==> config.mk <==
export PLATFORM = sky130hd
export DESIGN_NAME = sdo_expedited_server_core_flat
export DESIGN_NICKNAME = d
export VERILOG_FILES = /design/src/design/sdo_pkg.sv /design/src/design/sdo_if.sv /design/src/design/sdo_expedited_server_core.sv /design/src/flat_wrapper.sv
export SDC_FILE = /design/constraint.sdc
export NUM_CORES = 2
export LEC_CHECK = 0
export ABC_AREA = 1
export BUFFER_PORTS_ARGS = -buffer_cell sky130_fd_sc_hd__clkbuf_2
export CAP_MARGIN = 20
export CORE_MARGIN = 4
export CORE_UTILIZATION = 55
export DETAILED_ROUTE_END_ITERATION = 12
export GPL_ROUTABILITY_DRIVEN = 0
export PLACE_DENSITY_LB_ADDON = 0.25
export SLEW_MARGIN = 20
export SYNTH_ARGS = -nofsm -noshare
export SYNTH_HDL_FRONTEND = slang
export SYNTH_SLANG_ARGS = --single-unit
==> constraint.sdc <==
create_clock -name clk -period 5.2 [get_ports clk]
set_input_delay 0.26 -clock clk [delete_from_list [all_inputs] [get_ports clk]]
set_output_delay 0.26 -clock clk [all_outputs]
set_load 0.05 [all_outputs]
==> src/design/sdo_pkg.sv <==
// Package: shared types, constants and codes for the expedited SDO server.
package sdo_pkg;

  // Object dictionary size and slot index width
  localparam int DICT_ENTRIES = 16;
  localparam int DICT_IDX_W   = (DICT_ENTRIES > 1) ? $clog2(DICT_ENTRIES) : 1;
  localparam int SLOT_CMP_W   = 9;

  // Field widths
  localparam int NODE_ID_W = 7;
  localparam int CMD_W     = 8;
  localparam int INDEX_W   = 16;
  localparam int SUBIDX_W  = 8;
  localparam int DATA_W    = 32;
  localparam int SLOT_W    = 4;
  localparam int SIZE_W    = 3;
  localparam int TX_ID_W   = 11;

  // Response identifier base
  localparam logic [TX_ID_W-1:0] TX_ID_BASE = 11'h580;

  // Request command bytes
  localparam logic [CMD_W-1:0] CMD_UPLOAD  = 8'h40;
  localparam logic [CMD_W-1:0] CMD_DNLD_1B = 8'h2F;
  localparam logic [CMD_W-1:0] CMD_DNLD_2B = 8'h2B;
  localparam logic [CMD_W-1:0] CMD_DNLD_4B = 8'h23;

  // Response command bytes
  localparam logic [CMD_W-1:0] RSP_UPLOAD_1B = 8'h4F;
  localparam logic [CMD_W-1:0] RSP_UPLOAD_2B = 8'h4B;
  localparam logic [CMD_W-1:0] RSP_UPLOAD_4B = 8'h43;
  localparam logic [CMD_W-1:0] RSP_DNLD_OK   = 8'h60;

  // Entry byte sizes
  localparam logic [SIZE_W-1:0] SIZE_1B = 3'd1;
  localparam logic [SIZE_W-1:0] SIZE_2B = 3'd2;
  localparam logic [SIZE_W-1:0] SIZE_4B = 3'd4;

  // Item function
  localparam logic FUNC_REQUEST = 1'b0;
  localparam logic FUNC_LOAD    = 1'b1;

  typedef enum logic [1:0] {
    EMCY_NO_ENTRY  = 2'd0,
    EMCY_BAD_SIZE  = 2'd1,
    EMCY_BAD_CMD   = 2'd2,
    EMCY_SIZE_MISM = 2'd3
  } emcy_code_t;

  typedef struct packed {
    logic                func;
    logic [CMD_W-1:0]    cmd;
    logic [INDEX_W-1:0]  obj_index;
    logic [SUBIDX_W-1:0] obj_subindex;
    logic [DATA_W-1:0]   payload;
    logic [SLOT_W-1:0]   slot;
    logic [SIZE_W-1:0]   entry_size;
  } req_t;

  typedef struct packed {
    logic                tx_valid;
    logic [TX_ID_W-1:0]  tx_id;
    logic [CMD_W-1:0]    tx_cmd;
    logic [INDEX_W-1:0]  tx_index;
    logic [SUBIDX_W-1:0] tx_subindex;
    logic [DATA_W-1:0]   tx_data;
    logic                emcy_valid;
    emcy_code_t          emcy_code;
  } rsp_t;

endpackage

==> src/design/sdo_if.sv <==
// Interfaces: request and response channels of the expedited SDO server.
interface sdo_req_if;
  import sdo_pkg::*;

  logic                valid;
  logic                ready;
  logic                func;
  logic [CMD_W-1:0]    cmd;
  logic [INDEX_W-1:0]  obj_index;
  logic [SUBIDX_W-1:0] obj_subindex;
  logic [DATA_W-1:0]   payload;
  logic [SLOT_W-1:0]   slot;
  logic [SIZE_W-1:0]   entry_size;

  modport source (
    output valid, func, cmd, obj_index, obj_subindex, payload, slot, entry_size,
    input  ready
  );
  modport sink (
    input  valid, func, cmd, obj_index, obj_subindex, payload, slot, entry_size,
    output ready
  );
endinterface

interface sdo_rsp_if;
  import sdo_pkg::*;

  logic                valid;
  logic                ready;
  logic                tx_valid;
  logic [TX_ID_W-1:0]  tx_id;
  logic [CMD_W-1:0]    tx_cmd;
  logic [INDEX_W-1:0]  tx_index;
  logic [SUBIDX_W-1:0] tx_subindex;
  logic [DATA_W-1:0]   tx_data;
  logic                emcy_valid;
  logic [1:0]          emcy_code;

  modport source (
    output valid, tx_valid, tx_id, tx_cmd, tx_index, tx_subindex, tx_data,
           emcy_valid, emcy_code,
    input  ready
  );
  modport sink (
    input  valid, tx_valid, tx_id, tx_cmd, tx_index, tx_subindex, tx_data,
           emcy_valid, emcy_code,
    output ready
  );
endinterface

==> src/design/sdo_expedited_server_core.sv <==
// Top level: expedited SDO server over a loadable object dictionary table.
//
// Channels: in_req carries one item per transaction, either a dictionary
// load (func=1: key, size and initial value into a slot) or an SDO request
// (func=0: command byte, index, subindex, 32-bit payload). out_rsp carries
// exactly one result per item: a response frame, an emergency report, or an
// all-zero result for a load. cfg_we/cfg_wdata set the node number used in
// the response identifier; write it only while the block is idle.
// Pipeline: one input register, then one result register that drives out_rsp.
// Throughput: one item per cycle while out_rsp does not stall; the
// dictionary lookup is a parallel key compare over all slots and
// the table update lands at the edge the result is registered, so the
// next item always sees it.
// Reset: node number returns to 1, all slots become invalid, both stages
// empty. When out_rsp stalls, the result register holds, the input register
// fills, and in_req.ready drops until the result is taken.
module sdo_expedited_server_core (
  input  logic                         clk,
  input  logic                         rst_n,
  input  logic                         cfg_we,
  input  logic [sdo_pkg::NODE_ID_W-1:0] cfg_wdata,
  sdo_req_if.sink                      in_req,
  sdo_rsp_if.source                    out_rsp
);
  import sdo_pkg::*;

  // Configuration
  logic [NODE_ID_W-1:0] node_id_r;

  // Dictionary table
  logic                entry_valid_r    [DICT_ENTRIES];
  logic [INDEX_W-1:0]  entry_index_r    [DICT_ENTRIES];
  logic [SUBIDX_W-1:0] entry_subindex_r [DICT_ENTRIES];
  logic [SIZE_W-1:0]   entry_bytes_r    [DICT_ENTRIES];
  logic [DATA_W-1:0]   entry_value_r    [DICT_ENTRIES];

  // Pipeline registers
  logic s0_valid_r;
  req_t s0_r;
  logic out_valid_r;
  rsp_t out_r;

  logic in_fire;
  logic advance;
  logic move;

  // Lookup and response
  logic                  hit_found;
  logic [DICT_IDX_W-1:0] hit_idx;
  logic [SIZE_W-1:0]     hit_bytes;
  logic [DATA_W-1:0]     hit_value;
  logic [SIZE_W-1:0]     wr_expect;
  logic [DATA_W-1:0]     wr_mask;
  logic [DATA_W-1:0]     rd_mask;
  logic                  load_we;
  logic                  store_we;
  rsp_t                  rsp_nxt;

  // Handshake
  assign advance      = !out_valid_r || out_rsp.ready;
  assign move         = s0_valid_r && advance;
  assign in_req.ready = !s0_valid_r || advance;
  assign in_fire      = in_req.valid && in_req.ready;

  // Node number register
  always_ff @(posedge clk) begin
    if (!rst_n) begin
      node_id_r <= NODE_ID_W'(1);
    end else if (cfg_we) begin
      node_id_r <= cfg_wdata;
    end
  end

  // Input register
  always_ff @(posedge clk) begin
    if (!rst_n) begin
      s0_valid_r <= 1'b0;
    end else if (in_req.ready) begin
      s0_valid_r <= in_req.valid;
    end
  end

  always_ff @(posedge clk) begin
    if (in_fire) begin
      s0_r.func         <= in_req.func;
      s0_r.cmd          <= in_req.cmd;
      s0_r.obj_index    <= in_req.obj_index;
      s0_r.obj_subindex <= in_req.obj_subindex;
      s0_r.payload      <= in_req.payload;
      s0_r.slot         <= in_req.slot;
      s0_r.entry_size   <= in_req.entry_size;
    end
  end

  // Find the lowest valid slot whose key matches
  always_comb begin
    hit_found = 1'b0;
    hit_idx   = '0;
    for (int i = DICT_ENTRIES - 1; i >= 0; i--) begin
      if (entry_valid_r[i] && entry_index_r[i] == s0_r.obj_index &&
          entry_subindex_r[i] == s0_r.obj_subindex) begin
        hit_found = 1'b1;
        hit_idx   = DICT_IDX_W'(i);
      end
    end
  end

  assign hit_bytes = entry_bytes_r[hit_idx];
  assign hit_value = entry_value_r[hit_idx];

  // Build the result and decide on table updates
  always_comb begin
    rsp_nxt   = '0;
    wr_expect = '0;
    wr_mask   = '1;
    rd_mask   = '1;
    store_we  = 1'b0;
    load_we   = 1'b0;

    unique case (hit_bytes)
      SIZE_1B: rd_mask = DATA_W'(32'h0000_00FF);
      SIZE_2B: rd_mask = DATA_W'(32'h0000_FFFF);
      default: rd_mask = '1;
    endcase

    if (s0_r.func == FUNC_LOAD) begin
      load_we = SLOT_CMP_W'(s0_r.slot) < SLOT_CMP_W'(DICT_ENTRIES);
    end else if (!hit_found) begin
      rsp_nxt.emcy_valid = 1'b1;
      rsp_nxt.emcy_code  = EMCY_NO_ENTRY;
    end else if (s0_r.cmd == CMD_UPLOAD) begin
      unique case (hit_bytes)
        SIZE_1B: rsp_nxt.tx_cmd = RSP_UPLOAD_1B;
        SIZE_2B: rsp_nxt.tx_cmd = RSP_UPLOAD_2B;
        SIZE_4B: rsp_nxt.tx_cmd = RSP_UPLOAD_4B;
        default: begin
          rsp_nxt.emcy_valid = 1'b1;
          rsp_nxt.emcy_code  = EMCY_BAD_SIZE;
        end
      endcase
      if (!rsp_nxt.emcy_valid) begin
        rsp_nxt.tx_valid = 1'b1;
        rsp_nxt.tx_data  = hit_value & rd_mask;
      end
    end else begin
      unique case (s0_r.cmd)
        CMD_DNLD_1B: begin
          wr_expect = SIZE_1B;
          wr_mask   = DATA_W'(32'h0000_00FF);
        end
        CMD_DNLD_2B: begin
          wr_expect = SIZE_2B;
          wr_mask   = DATA_W'(32'h0000_FFFF);
        end
        CMD_DNLD_4B: begin
          wr_expect = SIZE_4B;
          wr_mask   = '1;
        end
        default: begin
          rsp_nxt.emcy_valid = 1'b1;
          rsp_nxt.emcy_code  = EMCY_BAD_CMD;
        end
      endcase
      if (!rsp_nxt.emcy_valid) begin
        if (wr_expect != hit_bytes) begin
          rsp_nxt.emcy_valid = 1'b1;
          rsp_nxt.emcy_code  = EMCY_SIZE_MISM;
        end else begin
          store_we         = 1'b1;
          rsp_nxt.tx_valid = 1'b1;
          rsp_nxt.tx_cmd   = RSP_DNLD_OK;
        end
      end
    end

    // Echo key and identifier on a response frame
    if (rsp_nxt.tx_valid) begin
      rsp_nxt.tx_id       = TX_ID_BASE + TX_ID_W'(node_id_r);
      rsp_nxt.tx_index    = s0_r.obj_index;
      rsp_nxt.tx_subindex = s0_r.obj_subindex;
    end
  end

  // Valid bits: clear on reset, set on load
  always_ff @(posedge clk) begin
    if (!rst_n) begin
      for (int i = 0; i < DICT_ENTRIES; i++) begin
        entry_valid_r[i] <= 1'b0;
      end
    end else if (move && load_we) begin
      for (int i = 0; i < DICT_ENTRIES; i++) begin
        if (SLOT_CMP_W'(s0_r.slot) == SLOT_CMP_W'(i)) begin
          entry_valid_r[i] <= 1'b1;
        end
      end
    end
  end

  // Table contents: load a slot or merge written bytes into the hit slot
  always_ff @(posedge clk) begin
    for (int i = 0; i < DICT_ENTRIES; i++) begin
      if (move && load_we && SLOT_CMP_W'(s0_r.slot) == SLOT_CMP_W'(i)) begin
        entry_index_r[i]    <= s0_r.obj_index;
        entry_subindex_r[i] <= s0_r.obj_subindex;
        entry_bytes_r[i]    <= s0_r.entry_size;
        entry_value_r[i]    <= s0_r.payload;
      end else if (move && store_we && hit_idx == DICT_IDX_W'(i)) begin
        entry_value_r[i] <= (entry_value_r[i] & ~wr_mask) | (s0_r.payload & wr_mask);
      end
    end
  end

  // Result register
  always_ff @(posedge clk) begin
    if (!rst_n) begin
      out_valid_r <= 1'b0;
    end else if (advance) begin
      out_valid_r <= s0_valid_r;
    end
  end

  always_ff @(posedge clk) begin
    if (move) begin
      out_r <= rsp_nxt;
    end
  end

  // Drive the result channel
  assign out_rsp.valid       = out_valid_r;
  assign out_rsp.tx_valid    = out_r.tx_valid;
  assign out_rsp.tx_id       = out_r.tx_id;
  assign out_rsp.tx_cmd      = out_r.tx_cmd;
  assign out_rsp.tx_index    = out_r.tx_index;
  assign out_rsp.tx_subindex = out_r.tx_subindex;
  assign out_rsp.tx_data     = out_r.tx_data;
  assign out_rsp.emcy_valid  = out_r.emcy_valid;
  assign out_rsp.emcy_code   = out_r.emcy_code;

`ifndef SYNTHESIS
  a_one_kind: assert property (@(posedge clk) disable iff (!rst_n)
    out_valid_r |-> !(out_r.tx_valid && out_r.emcy_valid))
    else $error("response and emergency raised together");

  a_load_silent: assert property (@(posedge clk) disable iff (!rst_n)
    (move && s0_r.func == FUNC_LOAD) |=>
      (out_valid_r && !out_r.tx_valid && !out_r.emcy_valid))
    else $error("load item produced a response or emergency");

  a_confirm_zero: assert property (@(posedge clk) disable iff (!rst_n)
    (out_valid_r && out_r.tx_valid && out_r.tx_cmd == RSP_DNLD_OK) |->
      out_r.tx_data == '0)
    else $error("write confirm carries nonzero data");

  a_stage_hold: assert property (@(posedge clk) disable iff (!rst_n)
    (s0_valid_r && !advance) |=> (s0_valid_r && $stable(s0_r)))
    else $error("input stage lost its item while stalled");
`endif

endmodule

==> src/flat_wrapper.sv <==
// flat-port wrapper written by rule: the top's interface ports become plain ports
module sdo_expedited_server_core_flat import sdo_pkg::*;
  (clk, rst_n, cfg_we, cfg_wdata, in_req_valid, in_req_func, in_req_cmd, in_req_obj_index, in_req_obj_subindex, in_req_payload, in_req_slot, in_req_entry_size, in_req_ready, out_rsp_valid, out_rsp_tx_valid, out_rsp_tx_id, out_rsp_tx_cmd, out_rsp_tx_index, out_rsp_tx_subindex, out_rsp_tx_data, out_rsp_emcy_valid, out_rsp_emcy_code, out_rsp_ready);
  sdo_req_if in_req_i ();
  sdo_rsp_if out_rsp_i ();
  input  logic clk;
  input  logic rst_n;
  input  logic cfg_we;
  input  logic [sdo_pkg::NODE_ID_W-1:0] cfg_wdata;
  input wire logic [$bits(in_req_i.valid)-1:0] in_req_valid;
  input wire logic [$bits(in_req_i.func)-1:0] in_req_func;
  input wire logic [$bits(in_req_i.cmd)-1:0] in_req_cmd;
  input wire logic [$bits(in_req_i.obj_index)-1:0] in_req_obj_index;
  input wire logic [$bits(in_req_i.obj_subindex)-1:0] in_req_obj_subindex;
  input wire logic [$bits(in_req_i.payload)-1:0] in_req_payload;
  input wire logic [$bits(in_req_i.slot)-1:0] in_req_slot;
  input wire logic [$bits(in_req_i.entry_size)-1:0] in_req_entry_size;
  output wire logic [$bits(in_req_i.ready)-1:0] in_req_ready;
  output wire logic [$bits(out_rsp_i.valid)-1:0] out_rsp_valid;
  output wire logic [$bits(out_rsp_i.tx_valid)-1:0] out_rsp_tx_valid;
  output wire logic [$bits(out_rsp_i.tx_id)-1:0] out_rsp_tx_id;
  output wire logic [$bits(out_rsp_i.tx_cmd)-1:0] out_rsp_tx_cmd;
  output wire logic [$bits(out_rsp_i.tx_index)-1:0] out_rsp_tx_index;
  output wire logic [$bits(out_rsp_i.tx_subindex)-1:0] out_rsp_tx_subindex;
  output wire logic [$bits(out_rsp_i.tx_data)-1:0] out_rsp_tx_data;
  output wire logic [$bits(out_rsp_i.emcy_valid)-1:0] out_rsp_emcy_valid;
  output wire logic [$bits(out_rsp_i.emcy_code)-1:0] out_rsp_emcy_code;
  input wire logic [$bits(out_rsp_i.ready)-1:0] out_rsp_ready;
  assign in_req_i.valid = in_req_valid;
  assign in_req_i.func = in_req_func;
  assign in_req_i.cmd = in_req_cmd;
  assign in_req_i.obj_index = in_req_obj_index;
  assign in_req_i.obj_subindex = in_req_obj_subindex;
  assign in_req_i.payload = in_req_payload;
  assign in_req_i.slot = in_req_slot;
  assign in_req_i.entry_size = in_req_entry_size;
  assign in_req_ready = in_req_i.ready;
  assign out_rsp_valid = out_rsp_i.valid;
  assign out_rsp_tx_valid = out_rsp_i.tx_valid;
  assign out_rsp_tx_id = out_rsp_i.tx_id;
  assign out_rsp_tx_cmd = out_rsp_i.tx_cmd;
  assign out_rsp_tx_index = out_rsp_i.tx_index;
  assign out_rsp_tx_subindex = out_rsp_i.tx_subindex;
  assign out_rsp_tx_data = out_rsp_i.tx_data;
  assign out_rsp_emcy_valid = out_rsp_i.emcy_valid;
  assign out_rsp_emcy_code = out_rsp_i.emcy_code;
  assign out_rsp_i.ready = out_rsp_ready;
  sdo_expedited_server_core u_core (.clk(clk), .rst_n(rst_n), .cfg_we(cfg_we), .cfg_wdata(cfg_wdata), .in_req(in_req_i), .out_rsp(out_rsp_i));
endmodule
==> flow_metrics.tcl <==
set metrics [dict create \
    dp_slack_ps -285.8 \
    netlist_instances 4092 \
    slew_headroom_pct 31.00 \
    fp.dieW_um 303.2 \
    dp.final_hpwl_mm 86.44 \
    grt_pass1_wl_mm 201.3 \
    drv_slew 0 \
    die_area_sq_um 91900 \
    postSynthAreaPerCell_sq_um 11.71 \
    p_per_area_nw_per_um2 330.0 \
    overflow 0 \
    hold_path_depth 1 \
    hold_viol 0 \
    vdd_drop_max_mv 0.3615 \
    grt_max_degree 97 \
    synth_top_area_cell "edfxtp_1" \
    grt_pass1_vias 32600 \
    stdcell_count 5757 \
    internal_power_mw 14.72 \
    yosysWarningCount 0 \
    comb_power_share_pct 4.8 \
    p_seq_share_pct 53.7 \
    min_from "rst_n" \
    htreeDepth 3 \
    nFillCells 6205 \
    async_flop_share_pct 0 \
    max_freq_ghz 0.1980 \
    vias 33910 \
    area_delta_synth_final_pct 18.90 \
    fin_crit_ps 5052 \
    startpoint_type "flop" \
    min_to "u_core.entry_valid_r[0][12]" \
    synth_enable_flop_cells 1096 \
    outcome "finished clean" \
    maxCapViolations 0 \
    viasPerCell 5.890 \
    clkLatencyLatePin_ps 690 \
    cp.required_ps 5620 \
    worst-path-max-fanout 14 \
    die_h_um 303.2 \
    wl_per_cell_um 23.76 \
    criticalPathCategory "flop to flop" \
    nets 4608 \
    cts_root_buffer "clkbuf_16" \
    synth_most_common_cell "edfxtp_1" \
    ant_nets 0 \
    timing.rr.start "u_core.s0_r[58]" \
    period_share_pct 97.15 \
    holdCritPathClass "input pin to flop" \
    ys_top_cells_by_area "edfxtp_1 69%, nand2_1 6.5%, inv_1 4.6%" \
    drc_errors 0 \
    setup_viol 0 \
    initial_core_util_pct 55.83 \
    swShare_pct 21.72 \
    core-area_sq_um 85820 \
    drtPass1Iterations 6 \
    power_switching_mw 4.084 \
    drtIter0Drc 4978 \
    cts_tree "built" \
    rows 107 \
    dp_cells 5436 \
    finalHoldWorstSlack_ps 177.6 \
    worst_pin_slew_ps 1034 \
    path_clk_slew_ps 60 \
    cpPeakStageDelay_ps 590 \
    yosys.area.top_type_share_pct 68.69 \
    cts.sinks 1114 \
    drive_above_1_share_pct 17.02 \
    rrSetupSlack_ps 150 \
    rr_worst_depth 26 \
    fin_ws_ps 148.3 \
    syn-cell-area_sq_um 47910 \
    p_leak_nw 23.11 \
    pwr-share-clk_pct 41.5 \
    seq_area_sq_um 33270 \
    antenna_found_initial 2 \
    fin_skew_ps 29.15 \
    synth_common_cells "1096 x edfxtp_1, 826 x nand2_1, 589 x inv_1, 243 x o22ai_1, 239 x nor2_1" \
    synth-seq-cells 1114 \
    io_buffers 161 \
    cts_buffer_depth 3 \
    synth.distinct_cells 56 \
    synth-seq-area-share_pct 69.44 \
    cts_buffers 113 \
    io-pin-count 165 \
    multiInputGateArea_sq_um 11360 \
    worstPathArrival_ps 5470 \
    grt_usage_pct 29.42 \
    critPathBufInv 9 \
    end_kind "flop" \
    cp_slowest_cell "or4_1" \
    synth_flop_cell "edfxtp_1" \
    path_delay_family "simple AND/OR/NAND/NOR gates" \
    drt_wl_total_mm 136.8 \
]
[how the worst max path moves through the flow]
stage / slack, ps / cells past startpoint / endpoint / startpoint
2_1_floorplan: 500 / 8 / flop / u_core.out_rsp.valid
3_3_place_gp: -120 / 22 / u_core.out_rsp.tx_data[29] / u_core.s0_r[45]
3_5_place_dp: -290 / 20 / u_core.out_rsp.tx_data[29] / u_core.s0_r[45]
4_1_cts: 4 / 25 / flop / u_core.s0_r[58]
5_1_grt: -60 / 40 / flop / u_core.s0_r[56]
6_report: 150 / 26 / flop / u_core.s0_r[58]
[timing repair]
action,CTS,global route
endpoints found under the hold margin,81,0
setup endpoints to repair,364,964
setup buffers,2,18
hold buffers,90,0
pin swaps,0,12
gates cloned,0,8
resized for setup,5,89
[cell families after synthesis]
group | count (synthesis) | synth area share, %
simple gates | 1447 | 13.85
flops | 1114 | 69.44
buf+inv | 859 | 7.424
compound gates | 579 | 7.602
xor+xnor | 92 | 1.682
other cells | 1 | 0.007826
[routing by layer]
metal	GRT usage (%)	vias up	share of wire [%]	wire (um)
li1	-	15090	-	-
met1	42.38	16340	39	53610
met2	45.49	2132	45	62020
met3	5.907	347	12	16360
met4	9.700	2	3.5	4781
met5	0	-	0.0095	13
[placed cells by master, fill, tap and decap left out, drive strengths merged, types with 13 or more instances in the layout]
cell / n
or2: 34
buf: 299
o21a: 19
clkbuf: 321
nor4: 28
a31oi: 20
dlygate4sd3: 90
nor2: 245
dfxtp: 18
nand3: 105
inv: 610
a22o: 15
o21ai: 152
nand4: 159
a22oi: 33
clkinv: 47
xor2: 28
a221oi: 27
a211oi: 13
nor3: 13
xnor2: 64
o22ai: 243
a21oi: 34
nand3b: 15
nand2: 831
edfxtp: 1096
[power groups by stage]
stage / logic [mW] / registers, mW / clock network [mW]
after CTS: 0.868 / 10.1 / 7.84
after floorplan: 0.428 / 10.3 / 0
after global routing: 0.978 / 10.1 / 8.25
after detailed placement: 0.806 / 10.3 / 0
final: 0.906 / 10.1 / 7.79
after global placement: 0.785 / 10.3 / 0
[metrics by stage]
stage / total power, mW / setup TNS, ps / util (%) / cell area [sq um]
after floorplan: 10.74 / 0 / - / 47920
after global placement: 11.07 / -649.1 / 60.50 / 51910
after detailed placement: 11.09 / -9377 / 60.50 / 51910
after CTS: 18.81 / 0 / 65.68 / 56370
after global routing: 19.33 / -5993 / 66.38 / 56970
final: 18.80 / 0 / 66.38 / 56970
[final cells by class]
class | count | share of cell area [%]
clock buffers | 155 | 5.528
flip-flops and latches | 1114 | 58.40
clock inverters | 48 | 0.6435
diodes | 1 | 0.004393
multi-input cells | 2122 | 19.94
repair buffers | 555 | 8.801
well taps | 1144 | 2.513
inverters | 618 | 4.169
No activity file was read; power rests on OpenSTA's default activity.
